### src/sv/vaui_pkg.sv
// Shared types and constants for the video access unit indexer.
package vaui_pkg;

   localparam int unsigned HEADER_BYTES = 8;
   localparam int unsigned QUEUE_DEPTH  = 4;
   localparam int unsigned QUEUE_PTR_W  = $clog2(QUEUE_DEPTH);

   localparam logic [7:0] CODE_PICTURE = 8'h00;
   localparam logic [7:0] CODE_SEQ_END = 8'hB7;

   typedef enum logic [2:0] {
      PH_CHECK,
      PH_SKIP,
      PH_SCAN,
      PH_PIC_HIGH,
      PH_PIC_LOW,
      PH_IGNORE
   } phase_type;

   typedef enum logic [2:0] {
      EV_NONE,
      EV_ERROR,
      EV_PIC_START,
      EV_SEQ_END,
      EV_PIC_INFO
   } ev_code_type;

   // Event passed from the byte parser to the record builder
   typedef struct packed {
      ev_code_type code;
      logic        last;   // end of stream: back end resets after this event
      logic [9:0]  tref;
      logic [2:0]  kind;
   } event_type;

   function automatic logic [7:0] opening_byte(input logic [1:0] idx);
      logic [7:0] b;
      unique case (idx)
         2'd0:    b = 8'h00;
         2'd1:    b = 8'h00;
         2'd2:    b = 8'h01;
         default: b = 8'hB3;
      endcase
      return b;
   endfunction

endpackage

### src/sv/vaui_front.sv
// Byte parser: header check, start code search, picture header capture.
module vaui_front
   import vaui_pkg::*;
#(
   parameter int unsigned COUNT_WIDTH = 32
) (
   input  logic                   clock,
   input  logic                   reset,
   input  logic                   byte_valid,
   input  logic [7:0]             byte_data,
   input  logic                   byte_last,
   output logic                   ev_push,
   output event_type              ev,
   output logic [COUNT_WIDTH-1:0] ev_pos
);

   phase_type              phase_ff, phase_in;
   logic [1:0]             zero_run_ff, zero_run_in;
   logic                   prefix_ff, prefix_in;
   logic [3:0]             skip_ff, skip_in;
   logic [COUNT_WIDTH-1:0] pos_ff, pos_in;
   logic [7:0]             ref_high_ff, ref_high_in;
   ev_code_type            code;

   always_comb begin
      phase_in    = phase_ff;
      zero_run_in = zero_run_ff;
      prefix_in   = prefix_ff;
      skip_in     = skip_ff;
      ref_high_in = ref_high_ff;
      pos_in      = pos_ff;
      code        = EV_NONE;
      ev_pos      = pos_ff;

      if (byte_valid) begin
         unique case (phase_ff)
            PH_CHECK: begin
               if (byte_data != opening_byte(pos_ff[1:0])) begin
                  code     = EV_ERROR;
                  phase_in = PH_IGNORE;
               end else if (pos_ff >= COUNT_WIDTH'(3)) begin
                  phase_in = PH_SKIP;
                  skip_in  = 4'(HEADER_BYTES);
               end
            end
            PH_SKIP: begin
               if (skip_ff <= 4'd1) begin
                  skip_in  = 4'd0;
                  phase_in = PH_SCAN;
               end else begin
                  skip_in = skip_ff - 4'd1;
               end
            end
            PH_SCAN: begin
               if (prefix_ff) begin
                  prefix_in   = 1'b0;
                  zero_run_in = 2'd0;
                  if (byte_data == CODE_PICTURE) begin
                     code     = EV_PIC_START;
                     ev_pos   = pos_ff - COUNT_WIDTH'(3);
                     phase_in = PH_PIC_HIGH;
                  end else if (byte_data == CODE_SEQ_END) begin
                     code   = EV_SEQ_END;
                     ev_pos = pos_ff + COUNT_WIDTH'(1);
                  end
               end else if (byte_data == 8'h00) begin
                  if (zero_run_ff != 2'd2) zero_run_in = zero_run_ff + 2'd1;
               end else if (byte_data == 8'h01 && zero_run_ff == 2'd2) begin
                  prefix_in   = 1'b1;
                  zero_run_in = 2'd0;
               end else begin
                  zero_run_in = 2'd0;
               end
            end
            PH_PIC_HIGH: begin
               ref_high_in = byte_data;
               phase_in    = PH_PIC_LOW;
            end
            PH_PIC_LOW: begin
               code        = EV_PIC_INFO;
               zero_run_in = 2'd0;
               prefix_in   = 1'b0;
               phase_in    = PH_SCAN;
            end
            PH_IGNORE: ;
            default: ;
         endcase

         pos_in = pos_ff + COUNT_WIDTH'(1);
         if (byte_last) begin
            phase_in    = PH_CHECK;
            zero_run_in = 2'd0;
            prefix_in   = 1'b0;
            skip_in     = 4'd0;
            pos_in      = '0;
            ref_high_in = 8'd0;
         end
      end

      ev.code = code;
      ev.last = byte_last;
      ev.tref = {ref_high_ff, byte_data[7:6]};
      ev.kind = byte_data[5:3];
      ev_push = byte_valid && (code != EV_NONE || byte_last);
   end

   always_ff @(posedge clock) begin
      if (reset) begin
         phase_ff    <= PH_CHECK;
         zero_run_ff <= 2'd0;
         prefix_ff   <= 1'b0;
         skip_ff     <= 4'd0;
         pos_ff      <= '0;
         ref_high_ff <= 8'd0;
      end else begin
         phase_ff    <= phase_in;
         zero_run_ff <= zero_run_in;
         prefix_ff   <= prefix_in;
         skip_ff     <= skip_in;
         pos_ff      <= pos_in;
         ref_high_ff <= ref_high_in;
      end
   end

endmodule

### src/sv/vaui_queue.sv
// Short event queue between the byte parser and the record builder.
module vaui_queue
   import vaui_pkg::*;
#(
   parameter int unsigned DATA_WIDTH = 8
) (
   input  logic                  clock,
   input  logic                  reset,
   input  logic                  push,
   input  logic [DATA_WIDTH-1:0] push_data,
   output logic                  full,
   input  logic                  pop,
   output logic                  not_empty,
   output logic [DATA_WIDTH-1:0] head_data
);

   logic [DATA_WIDTH-1:0]  mem_ff [QUEUE_DEPTH];
   logic [QUEUE_PTR_W-1:0] wr_ff, wr_in, rd_ff, rd_in;
   logic [QUEUE_PTR_W:0]   count_ff, count_in;
   logic                   do_pop;

   always_comb begin
      full      = (count_ff == (QUEUE_PTR_W+1)'(QUEUE_DEPTH));
      not_empty = (count_ff != '0);
      head_data = mem_ff[rd_ff];
      do_pop    = pop && not_empty;
      wr_in     = push ? wr_ff + 1'b1 : wr_ff;
      rd_in     = do_pop ? rd_ff + 1'b1 : rd_ff;
      count_in  = count_ff;
      if (push && !do_pop) count_in = count_ff + 1'b1;
      else if (!push && do_pop) count_in = count_ff - 1'b1;
   end

   always_ff @(posedge clock) begin
      if (push) mem_ff[wr_ff] <= push_data;
   end

   always_ff @(posedge clock) begin
      if (reset) begin
         wr_ff    <= '0;
         rd_ff    <= '0;
         count_ff <= '0;
      end else begin
         wr_ff    <= wr_in;
         rd_ff    <= rd_in;
         count_ff <= count_in;
      end
   end

endmodule

### src/sv/vaui_back.sv
// Record builder: unit lengths, decode and presentation order, output register.
module vaui_back
   import vaui_pkg::*;
#(
   parameter int unsigned COUNT_WIDTH = 32
) (
   input  logic                   clock,
   input  logic                   reset,
   input  logic                   ev_valid,
   input  event_type              ev,
   input  logic [COUNT_WIDTH-1:0] ev_pos,
   output logic                   ev_pop,
   output logic                   out_valid,
   input  logic                   out_ready,
   output logic                   out_kind,
   output logic [31:0]            out_length,
   output logic [2:0]             out_picture,
   output logic [31:0]            out_decode,
   output logic [31:0]            out_present
);

   logic [COUNT_WIDTH-1:0] unit_start_ff, unit_start_in;
   logic [COUNT_WIDTH-1:0] decode_ff, decode_in;
   logic [COUNT_WIDTH-1:0] base_ff, base_in;
   logic [2:0]             held_kind_ff, held_kind_in;
   logic [COUNT_WIDTH-1:0] held_decode_ff, held_decode_in;
   logic [COUNT_WIDTH-1:0] held_present_ff, held_present_in;
   logic                   first_ff, first_in;

   logic                   valid_ff, valid_in;
   logic                   kind_ff, kind_in;
   logic [31:0]            length_ff, length_in;
   logic [2:0]             picture_ff, picture_in;
   logic [31:0]            decode_out_ff, decode_out_in;
   logic [31:0]            present_ff, present_in;

   logic [COUNT_WIDTH-1:0] unit_len;
   logic [COUNT_WIDTH-1:0] base_sel;
   logic                   emit;
   logic                   emit_rec;

   always_comb begin
      ev_pop   = ev_valid && (!valid_ff || out_ready);
      unit_len = ev_pos - unit_start_ff;
      base_sel = (ev.kind == 3'd1) ? decode_ff : base_ff;

      unit_start_in   = unit_start_ff;
      decode_in       = decode_ff;
      base_in         = base_ff;
      held_kind_in    = held_kind_ff;
      held_decode_in  = held_decode_ff;
      held_present_in = held_present_ff;
      first_in        = first_ff;
      emit            = 1'b0;
      emit_rec        = 1'b0;

      if (ev_pop) begin
         unique case (ev.code)
            EV_ERROR:     emit = 1'b1;
            EV_PIC_START: begin
               if (first_ff) first_in = 1'b0;
               else emit_rec = 1'b1;
            end
            EV_SEQ_END:   emit_rec = 1'b1;
            EV_PIC_INFO: begin
               base_in         = base_sel;
               held_kind_in    = ev.kind;
               held_decode_in  = decode_ff;
               held_present_in = COUNT_WIDTH'(ev.tref) + base_sel;
               decode_in       = decode_ff + COUNT_WIDTH'(1);
            end
            EV_NONE: ;
            default: ;
         endcase
         if (emit_rec) begin
            emit          = 1'b1;
            unit_start_in = ev_pos;
         end
         if (ev.last) begin
            unit_start_in   = '0;
            decode_in       = '0;
            base_in         = '0;
            held_kind_in    = 3'd0;
            held_decode_in  = '0;
            held_present_in = '0;
            first_in        = 1'b1;
         end
      end

      kind_in       = kind_ff;
      length_in     = length_ff;
      picture_in    = picture_ff;
      decode_out_in = decode_out_ff;
      present_in    = present_ff;
      if (emit) begin
         kind_in       = !emit_rec;
         length_in     = emit_rec ? 32'(unit_len) : 32'd0;
         picture_in    = emit_rec ? held_kind_ff : 3'd0;
         decode_out_in = emit_rec ? 32'(held_decode_ff) : 32'd0;
         present_in    = emit_rec ? 32'(held_present_ff) : 32'd0;
      end
      valid_in = emit || (valid_ff && !out_ready);
   end

   always_ff @(posedge clock) begin
      if (reset) begin
         valid_ff        <= 1'b0;
         unit_start_ff   <= '0;
         decode_ff       <= '0;
         base_ff         <= '0;
         held_kind_ff    <= 3'd0;
         held_decode_ff  <= '0;
         held_present_ff <= '0;
         first_ff        <= 1'b1;
      end else begin
         valid_ff        <= valid_in;
         unit_start_ff   <= unit_start_in;
         decode_ff       <= decode_in;
         base_ff         <= base_in;
         held_kind_ff    <= held_kind_in;
         held_decode_ff  <= held_decode_in;
         held_present_ff <= held_present_in;
         first_ff        <= first_in;
      end
   end

   always_ff @(posedge clock) begin
      kind_ff       <= kind_in;
      length_ff     <= length_in;
      picture_ff    <= picture_in;
      decode_out_ff <= decode_out_in;
      present_ff    <= present_in;
   end

   assign out_valid   = valid_ff;
   assign out_kind    = kind_ff;
   assign out_length  = length_ff;
   assign out_picture = picture_ff;
   assign out_decode  = decode_out_ff;
   assign out_present = present_ff;

endmodule

### src/sv/video_access_unit_indexer.sv
// Video access unit indexer: MPEG-1/2 start code parser producing access unit records.
// Throughput: one stream byte per cycle, limited by the byte parser state register, while
// the event queue is not full. A record reaches rsp after the byte that closes its unit,
// through the event queue, then the record builder into the output register.
// The four-entry event queue lets the parser run on while the result side stalls.
// Reset (synchronous, active high) and an item with tlast both return all state to start.
module video_access_unit_indexer
   import vaui_pkg::*;
#(
   parameter int unsigned COUNT_WIDTH = 32
) (
   input  logic         clock,
   input  logic         reset,
   input  logic         req_tvalid,
   output logic         req_tready,
   input  logic [7:0]   req_tdata,   // [7:0] stream_byte
   input  logic         req_tlast,   // end_of_stream
   output logic         rsp_tvalid,
   input  logic         rsp_tready,
   output logic [103:0] rsp_tdata,   // [31:0] unit_length, [34:32] picture_kind,
                                     // [66:35] decode_index, [98:67] present_index
   output logic [0:0]   rsp_tuser    // [0] result_kind
);

   localparam int unsigned EV_BITS = $bits(event_type);
   localparam int unsigned Q_WIDTH = EV_BITS + COUNT_WIDTH;

   logic                   q_full, q_not_empty, push, pop, byte_valid;
   event_type              ev_front, ev_back;
   logic [COUNT_WIDTH-1:0] pos_front;
   logic [Q_WIDTH-1:0]     q_head;
   logic                   out_kind;
   logic [31:0]            out_length, out_decode, out_present;
   logic [2:0]             out_picture;

   assign req_tready = !q_full;
   assign byte_valid = req_tvalid && !q_full;

   vaui_front #(.COUNT_WIDTH(COUNT_WIDTH)) u_front (
      .clock      (clock),
      .reset      (reset),
      .byte_valid (byte_valid),
      .byte_data  (req_tdata),
      .byte_last  (req_tlast),
      .ev_push    (push),
      .ev         (ev_front),
      .ev_pos     (pos_front)
   );

   vaui_queue #(.DATA_WIDTH(Q_WIDTH)) u_queue (
      .clock     (clock),
      .reset     (reset),
      .push      (push),
      .push_data ({pos_front, ev_front}),
      .full      (q_full),
      .pop       (pop),
      .not_empty (q_not_empty),
      .head_data (q_head)
   );

   assign ev_back = event_type'(q_head[EV_BITS-1:0]);

   vaui_back #(.COUNT_WIDTH(COUNT_WIDTH)) u_back (
      .clock       (clock),
      .reset       (reset),
      .ev_valid    (q_not_empty),
      .ev          (ev_back),
      .ev_pos      (q_head[Q_WIDTH-1:EV_BITS]),
      .ev_pop      (pop),
      .out_valid   (rsp_tvalid),
      .out_ready   (rsp_tready),
      .out_kind    (out_kind),
      .out_length  (out_length),
      .out_picture (out_picture),
      .out_decode  (out_decode),
      .out_present (out_present)
   );

   assign rsp_tdata = {5'd0, out_present, out_decode, out_picture, out_length};
   assign rsp_tuser = out_kind;

endmodule

### config.mk
export PLATFORM = sky130hd
export DESIGN_NAME = video_access_unit_indexer
export DESIGN_NICKNAME = d
export VERILOG_FILES = /design/src/sv/vaui_pkg.sv /design/src/sv/vaui_front.sv /design/src/sv/vaui_queue.sv /design/src/sv/vaui_back.sv /design/src/sv/video_access_unit_indexer.sv
export SDC_FILE = /design/constraint.sdc
export NUM_CORES = 1
export LEC_CHECK = 0
export BUFFER_PORTS_ARGS = -buffer_cell sky130_fd_sc_hd__buf_4
export CAP_MARGIN = 20
export CORE_MARGIN = 5
export CORE_UTILIZATION = 40
export CTS_BUF_LIST = sky130_fd_sc_hd__clkbuf_16
export CTS_CLUSTER_SIZE = 30
export DETAILED_ROUTE_END_ITERATION = 10
export GPL_TIMING_DRIVEN = 1
export PLACE_DENSITY = 0.53
export SLEW_MARGIN = 5
export SYNTH_ARGS = -nofsm -noshare
export SYNTH_HDL_FRONTEND = slang
export SYNTH_SLANG_ARGS = --single-unit
### constraint.sdc
create_clock -name clock -period 12.6 [get_ports clock]
set_input_delay 0.63 -clock clock [delete_from_list [all_inputs] [get_ports clock]]
set_output_delay 0.63 -clock clock [all_outputs]
set_load 0.005 [all_outputs]
==> results.py, run 1 <==
metrics = {
    "die": {
        "die_height_um": 255,
        "ioPinCount": 120,
        "die_width_um": 255,
        "coreArea_um2": 59100,
        "die_area_um2": 64800,
        "initial_core_util": 0.404,
        "num_rows": 89,
    },
    "placement": {
        "hpwl_mm": 38.3,
        "gp_congestion": 0.828,
        "portBuffers": 114,
        "place_area_um2": 25400,
    },
    "worst_setup_path": {
        "path_max_fanout": 43,
        "cp-end-kind": "register",
        "crit_type": "register to register",
        "crit_arrival_ns": 6.01,
        "crit_slowest_cell": "buf_4",
        "critPathLaunchType": "register",
        "worstPathRequired_ns": 13.10,
        "crit_chain": "buf_4, mux4_2, or3b_2, buf_4, mux2_2, ha_1, inv_1, fa_1, nor2b_1, o31a_1, o211ai_1, a21oi_1, o21ai_1, nor4_1, xor2_1, o21ai_0",
        "slowest_delay_ns": 0.71,
        "cp_common_cell": "buf_4",
    },
    "route": {
        "vias": 16996,
        "routed_via_density": 5.53,
        "postRouteAntennaNets": 0,
        "wl_per_cell_um": 19.1,
        "drt_iter0_drc": 1194,
        "dr.pass1.iters": 5,
        "drc": 0,
        "routed_wl_mm": 58.7,
    },
    "synthesis": {
        "synth_top_family_by_area": "simple AND/OR/NAND/NOR gates",
        "synth-edff-count": 296,
        "muxShareOfSynthArea": 0.0615,
        "yosys.cell_types.count": 79,
        "yosysTopAreaCell": "edfxtp_1",
        "synth_simple_gate_area_frac": 0.148,
        "yosysMostFrequentCell": "edfxtp_1",
        "synth_flop_cell": "edfxtp_1",
        "synthArstFlopShare": 0,
        "netlist_instances": 2195,
        "synth_area_um2": 23900,
        "yosys_warnings": 0,
        "synth_fa_ha_area_frac": 0.0297,
        "yosysSeqAreaShare": 0.559,
        "synth-compound-area-share": 0.132,
        "synth_top_cell_area_share": 0.372,
        "synth_commonest_cells": "296 x edfxtp_1, 286 x nor2_1, 224 x dfxtp_1",
        "avgSynthCellArea_um2": 10.9,
        "ys_seq_elements": 520,
        "yosys.area_share.xor_xnor": 0.0344,
        "synth_area_leaders": "edfxtp_1 37%, dfxtp_1 19%, mux4_2 4.6%, nor2_1 4.5%, a22oi_1 3.7%",
    },
    "flow_run": {
        "drv_cap": 0,
    },
    "outcome": {
        "outcome": "finished clean",
    },
    "finish": {
        "final_cell_area_um2": 27300,
        "syn2layout_area_growth_pct": 14.3,
        "drive_gt1_frac": 0.138,
        "nets": 2321,
        "diodes": 0,
    },
    "timing": {
        "tns_ns": 0,
        "worst_pin_slew_ns": 0.997,
        "slew_headroom": 0.334,
        "hold_viol_final": 0,
        "fin_skew_ns": 0.0428,
        "fmax_mhz": 181,
        "finalSetupViolCount": 0,
        "period_minus_slack_ns": 5.52,
        "rsz0062_at_grt": "no",
        "finalCritPeriodShare": 0.438,
        "finalMaxSlewViolations": 0,
    },
    "clock_tree": {
        "cts_num_sinks": 520,
        "cts.repair.resized": 0,
        "cts.path.max_buffers": 3,
        "root_buffer": "clkbuf_16",
        "cts_tree": "yes",
        "cts_hold_buffers": 0,
        "insertion_delay_ns": 0.63,
        "cts_buffers": 56,
        "htree_levels": 2,
        "cts.clk_slew.worst_paths_ns": 0.06,
        "post_cts_buffers": 0,
    },
    "global_routing": {
        "track_usage": 0.179,
        "gr-total-overflow": 0,
        "grt_max_degree": 93,
        "grt_pass1_vias": 16460,
        "antenna_found_initial": 1,
        "grt_pass1_wl_mm": 93.1,
    },
    "power_and_ir_drop": {
        "power_density_nw_per_um2": 207,
        "p_leak_nw": 9.61,
        "ir_drop_mv": 0.124,
    },
    "worst_hold_path": {
        "worstHoldPathType": "input pin to register",
    },
}
worst max-delay path: cells and delay by family (launching register included):
kind | cells | cell delay, ns
and+or+nand+nor | 3 | 1.09
buffers and inverters | 3 | 1.08
AOI/OAI and AO/OA | 5 | 1.02
muxes | 2 | 0.95
DFF | 1 | 0.54
adders and majority gates | 2 | 0.54
xor gates and xnor gates | 1 | 0.17
cell type report:
class	instances	area (um^2)
inverter	69	262
sequential	520	13400
clock buffer	56	1400
clock inverter	50	457
multi-input combinational	1467	9800
fill	5462	31800
tap	773	967
timing repair buffer	139	1070
sequential cells by signal, summed over array words and instances, names as in the netlist, 2 cells and up, named ones only:
signal                  flops
u_queue.count_ff            3
u_back.out_length          32
u_back.held_kind_ff         3
u_front.skip_ff             4
u_front.pos_ff             32
u_queue.wr_ff               2
u_queue.rd_ff               2
u_queue.mem_ff            196
u_back.out_picture          3
u_back.out_decode          32
u_front.phase_ff            3
u_front.zero_run_ff         2
u_back.held_present_ff     32
u_front.ref_high_ff         8
u_back.out_present         32
u_back.base_ff             32
u_back.held_decode_ff      32
u_back.decode_ff           32
u_back.unit_start_ff       32
cells by family (layout without fill, tap and decap cells):
| kind of cell | Yosys count | after routing |
|---|---|---|
| fa+ha+maj | 55 | 55 |
| compound gates | 490 | 490 |
| mux | 84 | 84 |
| simple gates | 739 | 739 |
| buf+inv | 212 | 314 |
| other cells | 1 | 5 |
| flops | 520 | 520 |
| xor+xnor | 94 | 94 |
per-stage QoR:
step	hold slack, ns	std cells	setup WS (ns)	utilization	power, mW
after detailed placement	0.442	2967	7.03	0.430	4.05
after global placement	0.435	2967	7.08	0.430	4.03
final	0.252	3074	7.08	0.462	5.65
after floorplan	0.417	2199	7.62	-	3.46
after CTS	0.210	3073	7.03	0.462	5.72
after global routing	0.228	3074	6.64	0.462	5.98
power by group:
| part | internal [mW] | total (mW) | switching, mW | leakage [nW] |
|---|---|---|---|---|
| Clock | 0.955 | 1.64 | 0.683 | 0.971 |
| Combinational | 0.711 | 1.86 | 1.15 | 4.04 |
| Sequential | 2.06 | 2.15 | 0.0881 | 4.60 |
cells in the final DEF, fill, tap and decap left out, drive strengths merged, types with 12 or more instances in the layout:
master and instances:
edfxtp 296, nor2 286, dfxtp 224, buf 139
nand2 132, a21oi 123, a22oi 119, o21ai 108
inv 85, and2 74, clkbuf 56, ha 52
xor2 51, nor3 49, mux4 49, xnor2 43
or3 39, nand3 37, nand4 25, clkinv 25
a21o 22, mux2i 21, and3 20, nor2b 16
mux2 14, o21a 14, a211oi 14, nor4 14
o31ai 13, o22ai 12, nand2b 12
path summary, 6_finish.rpt:
check,from,to,slack [ns],cells after the start
worst max-delay path,register,u_back.held_present_ff[28],7.08,16
worst min-delay path,req_tdata[4],u_queue.mem_ff[2][1],0.25,1
worst max register to register,register,u_back.held_present_ff[28],7.08,16
worst min register to register,u_back.held_present_ff[27],u_back.held_present_ff[27],0.45,2
per-layer routing:
metal | up-vias | routed length (um) | track usage
met5 | - | 0 | 0
met4 | 0 | 1380 | 0.0505
met3 | 89 | 2990 | 0.0270
met2 | 405 | 25800 | 0.268
met1 | 8358 | 28600 | 0.270
li1 | 8144 | - | -
Note: power is estimated with default switching activity, not from simulation.
==> run 2, diff against run 1 <==
clock period = 5.5 ns   (was 12.6 ns; I/O delays follow)
==> run 2 against run 1 <==
Compared with the run above: wire length rose by 0.76%; clock skew fell by 0.014 ns; setup slack got worse by 6.1 ns; largest power group unchanged; hold slack got worse by 0.12 ns.
==> results.py, run 2 (synthesized netlist as in run 1, its figures left out) <==
metrics = {
    "timing": {
        "hold_viol_final": 0,
        "slew_headroom": 0.333,
        "tns_ns": 0,
        "fin_skew_ns": 0.0287,
        "finalCritPeriodShare": 0.816,
        "rsz0062_at_grt": "no",
        "fmax_mhz": 223,
        "finalMaxSlewViolations": 0,
        "finalSetupViolCount": 0,
        "period_minus_slack_ns": 4.49,
        "worst_pin_slew_ns": 1.00,
    },
    "finish": {
        "syn2layout_area_growth_pct": 15.4,
        "largest_reg_flops": 196,
        "layout_commonest_cell": "edfxtp_1",
        "nets": 2337,
        "final_core_util": 0.467,
        "final_cell_area_um2": 27600,
        "max_flop_register": "u_queue.mem_ff",
        "fill_cells": 5428,
        "final_cell_mix": "296 x edfxtp_1, 284 x nor2_1, 222 x dfxtp_1, 139 x buf_4, 132 x nand2_1",
        "drive_gt1_frac": 0.142,
    },
    "placement": {
        "place_area_um2": 25600,
        "hpwl_mm": 39.1,
        "portBuffers": 114,
        "gp_congestion": 0.876,
    },
    "worst_setup_path": {
        "crit_slowest_cell": "or3b_2",
        "cp-end-kind": "register",
        "crit_chain": "mux4_2, or3b_2, buf_4, mux2_2, ha_1, o21a_1, o21ai_0, a21oi_1, o2111ai_1, or2_0, nor2_1, xor2_1, o21ai_0",
        "regToRegSetupSlack_ns": 1.01,
        "critPathLaunchType": "register",
        "crit_arrival_ns": 4.97,
        "worstPathRequired_ns": 5.98,
        "cp_common_cell": "o21ai_0",
        "crit_family": "simple AND/OR/NAND/NOR gates",
        "path_max_fanout": 39,
        "reg2regPathDepth": 13,
        "slowest_delay_ns": 0.58,
        "reg2reg_to": "u_back.held_present_ff[23]",
        "path_buf_inv": 1,
        "crit_type": "register to register",
    },
    "global_routing": {
        "grt_pass1_wl_mm": 92.7,
        "track_usage": 0.178,
        "antenna_found_initial": 0,
        "grt_pass1_vias": 16165,
        "gr-total-overflow": 0,
        "grt_max_degree": 106,
    },
    "clock_tree": {
        "cts_buffers": 56,
        "cts_num_sinks": 520,
        "insertion_delay_ns": 0.63,
        "cts.clk_slew.worst_paths_ns": 0.06,
        "root_buffer": "clkbuf_16",
        "htree_levels": 2,
        "cts_tree": "yes",
        "cts.path.max_buffers": 3,
    },
    "die": {
        "ioPinCount": 120,
        "die_area_um2": 64800,
        "die_width_um": 255,
        "num_rows": 89,
        "coreArea_um2": 59100,
        "die_height_um": 255,
        "initial_core_util": 0.404,
    },
    "route": {
        "postRouteAntennaNets": 0,
        "drc": 0,
        "drt_iter0_drc": 1288,
        "wl_per_cell_um": 19.1,
        "dr.pass1.iters": 5,
        "vias": 17032,
        "routed_via_density": 5.51,
        "routed_wl_mm": 59.2,
    },
    "power_and_ir_drop": {
        "p_leak_nw": 9.69,
        "total_power_mw": 13.1,
        "ir_drop_mv": 0.317,
        "power_density_nw_per_um2": 474,
    },
    "outcome": {
        "outcome": "finished clean",
    },
    "worst_hold_path": {
        "holdPathEnd": "u_back.held_present_ff[10]",
        "worstHoldPathType": "input pin to register",
        "min_path_cells": 2,
        "min_from": "reset",
    },
    "flow_run": {
        "drv_cap": 0,
    },
}
-- run 2: changes by cell type in the layout (fill, tap and decap cells not counted), moves of 2 or more --
cell / change
clkinv_4: +5
clkinv_1: +3
clkinv_8: -2
buf_4: +2
clkinv_2: -4
inv_1: -8
inv_6: -2
buf_12: +5
clkbuf_16: +2
inv_4: +2
dlygate4sd3_1: +9
clkinvlp_4: +2
inv_16: +2
-- run 2: routing by layer --
layer / wire length, um / track usage / vias up
met5: 0 / 0 / -
met4: 1120 / 0.0388 / 0
met3: 3170 / 0.0321 / 76
met2: 26000 / 0.269 / 426
met1: 28800 / 0.270 / 8352
li1: - / - / 8178
-- run 2: where the power goes --
| part | internal, mW | switching (mW) | total [mW] |
|---|---|---|---|
| clock | 2.22 | 1.62 | 3.83 |
| sequential | 4.73 | 0.185 | 4.91 |
| combinational | 1.67 | 2.66 | 4.33 |
| total | 8.62 | 4.46 | 13.1 |
-- run 2: cell type report --
cell class / count / area [um^2] / share of cell area
flip-flops and latches: 520 / 13400 / 0.485
multi-input cells: 1467 / 9810 / 0.355
clock buffers: 58 / 1450 / 0.0526
repair buffers: 155 / 1270 / 0.0461
well taps: 773 / 967 / 0.0351
clock inverters: 48 / 453 / 0.0164
inverters: 69 / 262 / 0.00948
diodes: 1 / 2.50 / 0.0000907
-- run 2: stage by stage --
| stage | std cells | setup WS (ns) | hold slack (ns) |
|---|---|---|---|
| after detailed placement | 2974 | 1.04 | 0.441 |
| final | 3091 | 1.01 | 0.131 |
| after global routing | 3090 | 0.698 | 0.127 |
| after floorplan | 2199 | 0.874 | 0.374 |
| after CTS | 3089 | 1.03 | 0.106 |
| after global placement | 2974 | 1.04 | 0.435 |
-- run 2: worst max-delay path by stage --
stage | start | to | cells past startpoint
5_1_grt | register | u_back.held_present_ff[23] | 13
2_1_floorplan | req_tdata[7] | u_queue.mem_ff[0][0] | 6
6_report | register | u_back.held_present_ff[23] | 13
3_5_place_dp | register | u_back.held_present_ff[31] | 13
3_3_place_gp | register | u_back.held_present_ff[31] | 13
4_1_cts | register | u_back.held_present_ff[23] | 13
-- run 2: timing repair --
action | 4_1_cts | 5_1_grt
setup buffers | 0 | 0
endpoints found under the setup margin | 0 | 0
hold buffers | 9 | 0
hold endpoints to repair | 29 | 0
gates resized for setup | 0 | 0
==> run 3, diff against run 2 <==
ABC_AREA = 1   (was not set)
clock period = 4.3 ns   (was 5.5 ns; I/O delays follow)
==> run 3 against run 2 <==
Compared with the run above: combinational power increased by 82%; design area increased by 6.8%; total power increased by 49%; non-clock buffer count increased by 5; setup slack got worse by 0.64 ns; wire length increased by 26%; critical path type unchanged.
==> results.py, run 3 <==
metrics = {
    "worst_setup_path": {
        "path_max_fanout": 25,
        "crit_arrival_ns": 4.45,
        "worstPathRequired_ns": 4.82,
        "critPathLaunchType": "register",
        "path_buf_inv": 3,
        "cp_common_cell": "nand2_1",
        "crit_slowest_cell": "dfxtp_2",
        "crit_type": "register to register",
        "crit_family": "simple AND/OR/NAND/NOR gates",
        "cp-end-kind": "register",
        "slowest_delay_ns": 0.43,
        "crit_chain": "inv_2, nand2_1, nand3_1, nand2_2, nand3_4, o21ai_0, ha_1, inv_1, fa_1, nor2_1, o21ai_1, nor2_4, nand2_1, nor2_4, nand2_1, nand3_1, nand3_1, nand2_1, inv_1",
    },
    "finish": {
        "layout_commonest_cell": "nand2_1",
        "fill_cells": 6275,
        "final_cell_area_um2": 29500,
        "nets": 3260,
        "drive_gt1_frac": 0.0940,
        "largest_reg_flops": 196,
        "final_cell_mix": "647 x nand2_1, 378 x nor2_1, 352 x inv_1, 296 x edfxtp_1, 279 x a21oi_1",
        "max_flop_register": "u_queue.mem_ff",
        "syn2layout_area_growth_pct": 14.9,
        "diodes": 0,
    },
    "timing": {
        "finalSetupViolCount": 0,
        "hold_viol_final": 0,
        "fin_skew_ns": 0.0184,
        "worst_pin_slew_ns": 1.12,
        "slew_headroom": 0.247,
        "finalMaxSlewViolations": 0,
        "rsz0062_at_grt": "no",
        "hold_ws_ns": 0.0905,
        "fmax_mhz": 255,
        "tns_ns": 0,
        "period_minus_slack_ns": 3.93,
        "finalCritPeriodShare": 0.913,
    },
    "outcome": {
        "outcome": "finished clean",
    },
    "die": {
        "initial_core_util": 0.405,
        "die_area_um2": 69300,
        "num_rows": 92,
        "die_width_um": 263,
        "coreArea_um2": 63300,
        "die_height_um": 263,
        "ioPinCount": 120,
    },
    "placement": {
        "hpwl_mm": 51.7,
        "place_area_um2": 27400,
        "gp_congestion": 0.918,
        "portBuffers": 114,
    },
    "clock_tree": {
        "cts.clk_slew.worst_paths_ns": 0.06,
        "insertion_delay_ns": 0.63,
        "cts_tree": "yes",
        "cts_buffers": 59,
        "root_buffer": "clkbuf_16",
        "htree_levels": 2,
        "cts.path.max_buffers": 3,
        "post_cts_buffers": 0,
        "cts_num_sinks": 520,
    },
    "global_routing": {
        "antenna_found_initial": 0,
        "grt_max_degree": 105,
        "track_usage": 0.208,
        "grt_pass1_vias": 20193,
        "gr-total-overflow": 0,
        "grt_pass1_wl_mm": 117,
    },
    "synthesis": {
        "yosysMostFrequentCell": "nand2_1",
        "synth_area_leaders": "edfxtp_1 35%, dfxtp_1 17%, nand2_1 9.5%, nor2_1 5.6%, a21oi_1 5.4%",
        "synth_top_cell_area_share": 0.346,
        "synth_flop_cell": "edfxtp_1",
        "yosysSeqAreaShare": 0.521,
        "synth-edff-count": 296,
        "synth_area_um2": 25700,
        "yosys_warnings": 0,
        "synthArstFlopShare": 0,
        "yosys.cell_types.count": 58,
        "avgSynthCellArea_um2": 8.24,
        "netlist_instances": 3114,
        "synth_commonest_cells": "647 x nand2_1, 384 x nor2_1, 344 x inv_1",
        "yosysTopAreaCell": "edfxtp_1",
        "ys_seq_elements": 520,
    },
    "worst_hold_path": {
        "worstHoldPathType": "input pin to register",
    },
    "flow_run": {
        "drv_cap": 0,
    },
    "power_and_ir_drop": {
        "p_leak_nw": 10.6,
        "ir_drop_mv": 0.381,
        "power_density_nw_per_um2": 661,
    },
    "route": {
        "drt_iter0_drc": 1679,
        "dr.pass1.iters": 5,
        "routed_wl_mm": 74.3,
        "wl_per_cell_um": 18.2,
        "postRouteAntennaNets": 0,
        "drc": 0,
        "vias": 21186,
        "routed_via_density": 5.18,
    },
}
[run 3: final timing paths]
path                    from                    endpoint  slack (ns)  cells past startpoint
min                    reset    u_back.held_decode_ff[2]        0.09                      2
max                 register  u_back.held_present_ff[24]        0.37                     19
max reg2reg         register  u_back.held_present_ff[24]        0.37                     19
min reg2reg  u_back.first_ff             u_back.first_ff        0.46                      2
[run 3: report_power, final]
group          switching [mW]  total [mW]  internal (mW)  leakage [nW]
clock                    2.13        5.08           2.95         0.988
sequential              0.284        6.52           6.24          4.57
combinational            5.47        7.86           2.39          5.02
total                    7.89        19.5           11.6          10.6
[run 3: metrics by stage]
stage	total power [mW]	utilization	cells	setup WS, ns
global placement	14.5	0.432	3966	0.577
detailed placement	14.5	0.433	3967	0.414
floorplan	11.7	-	3118	0.220
global route	20.7	0.465	4089	0.0169
finish	19.5	0.465	4089	0.375
CTS	19.7	0.465	4089	0.390
[run 3: layout make-up]
class,count,area [um^2],area share
Clock buffer,61,1530,0.0518
Clock inverter,51,449,0.0152
Inverter,355,1340,0.0453
Multi-Input combinational cell,2096,10300,0.351
Sequential cell,520,13400,0.454
Tap cell,846,1060,0.0359
Timing Repair Buffer,160,1390,0.0471
[run 3: logic make-up (layout without fill, tap and decap cells)]
family | count (synthesis) | in the layout | share of synthesized area
flip-flops | 520 | 520 | 0.521
adder cells (fa/ha/maj) | 55 | 55 | 0.0277
buffers and inverters | 502 | 627 | 0.0780
XOR/XNOR | 44 | 44 | 0.0150
AO/OA/AOI/OAI | 626 | 626 | 0.133
AND/OR/NAND/NOR | 1366 | 1366 | 0.225
other | 1 | 5 | 0.000146
[run 3: timing repair]
item / 4_1_cts / 5_1_grt
gates resized for setup: 0 / 1
endpoints found under the hold margin: 35 / 0
endpoints found under the setup margin: 0 / 1
hold buffers: 10 / 0
[run 3: metal layers]
| layer | part of all wire | wire (um) | track usage | vias up |
|---|---|---|---|---|
| met3 | 0.050 | 3740 | 0.0303 | 89 |
| met2 | 0.42 | 31500 | 0.310 | 498 |
| li1 | - | - | - | 10597 |
| met1 | 0.51 | 37700 | 0.323 | 10002 |
| met5 | 0 | 0 | 0 | - |
| met4 | 0.018 | 1340 | 0.0437 | 0 |
[run 3: worst reg2reg max path, delay by kind of cell (launching register included)]
family / cells / cell delay, ns
AO/OA/AOI/OAI: 2 / 0.53
adder cells (fa/ha/maj): 2 / 0.70
flip-flops: 1 / 0.43
buffers and inverters: 3 / 0.35
AND/OR/NAND/NOR: 12 / 1.81
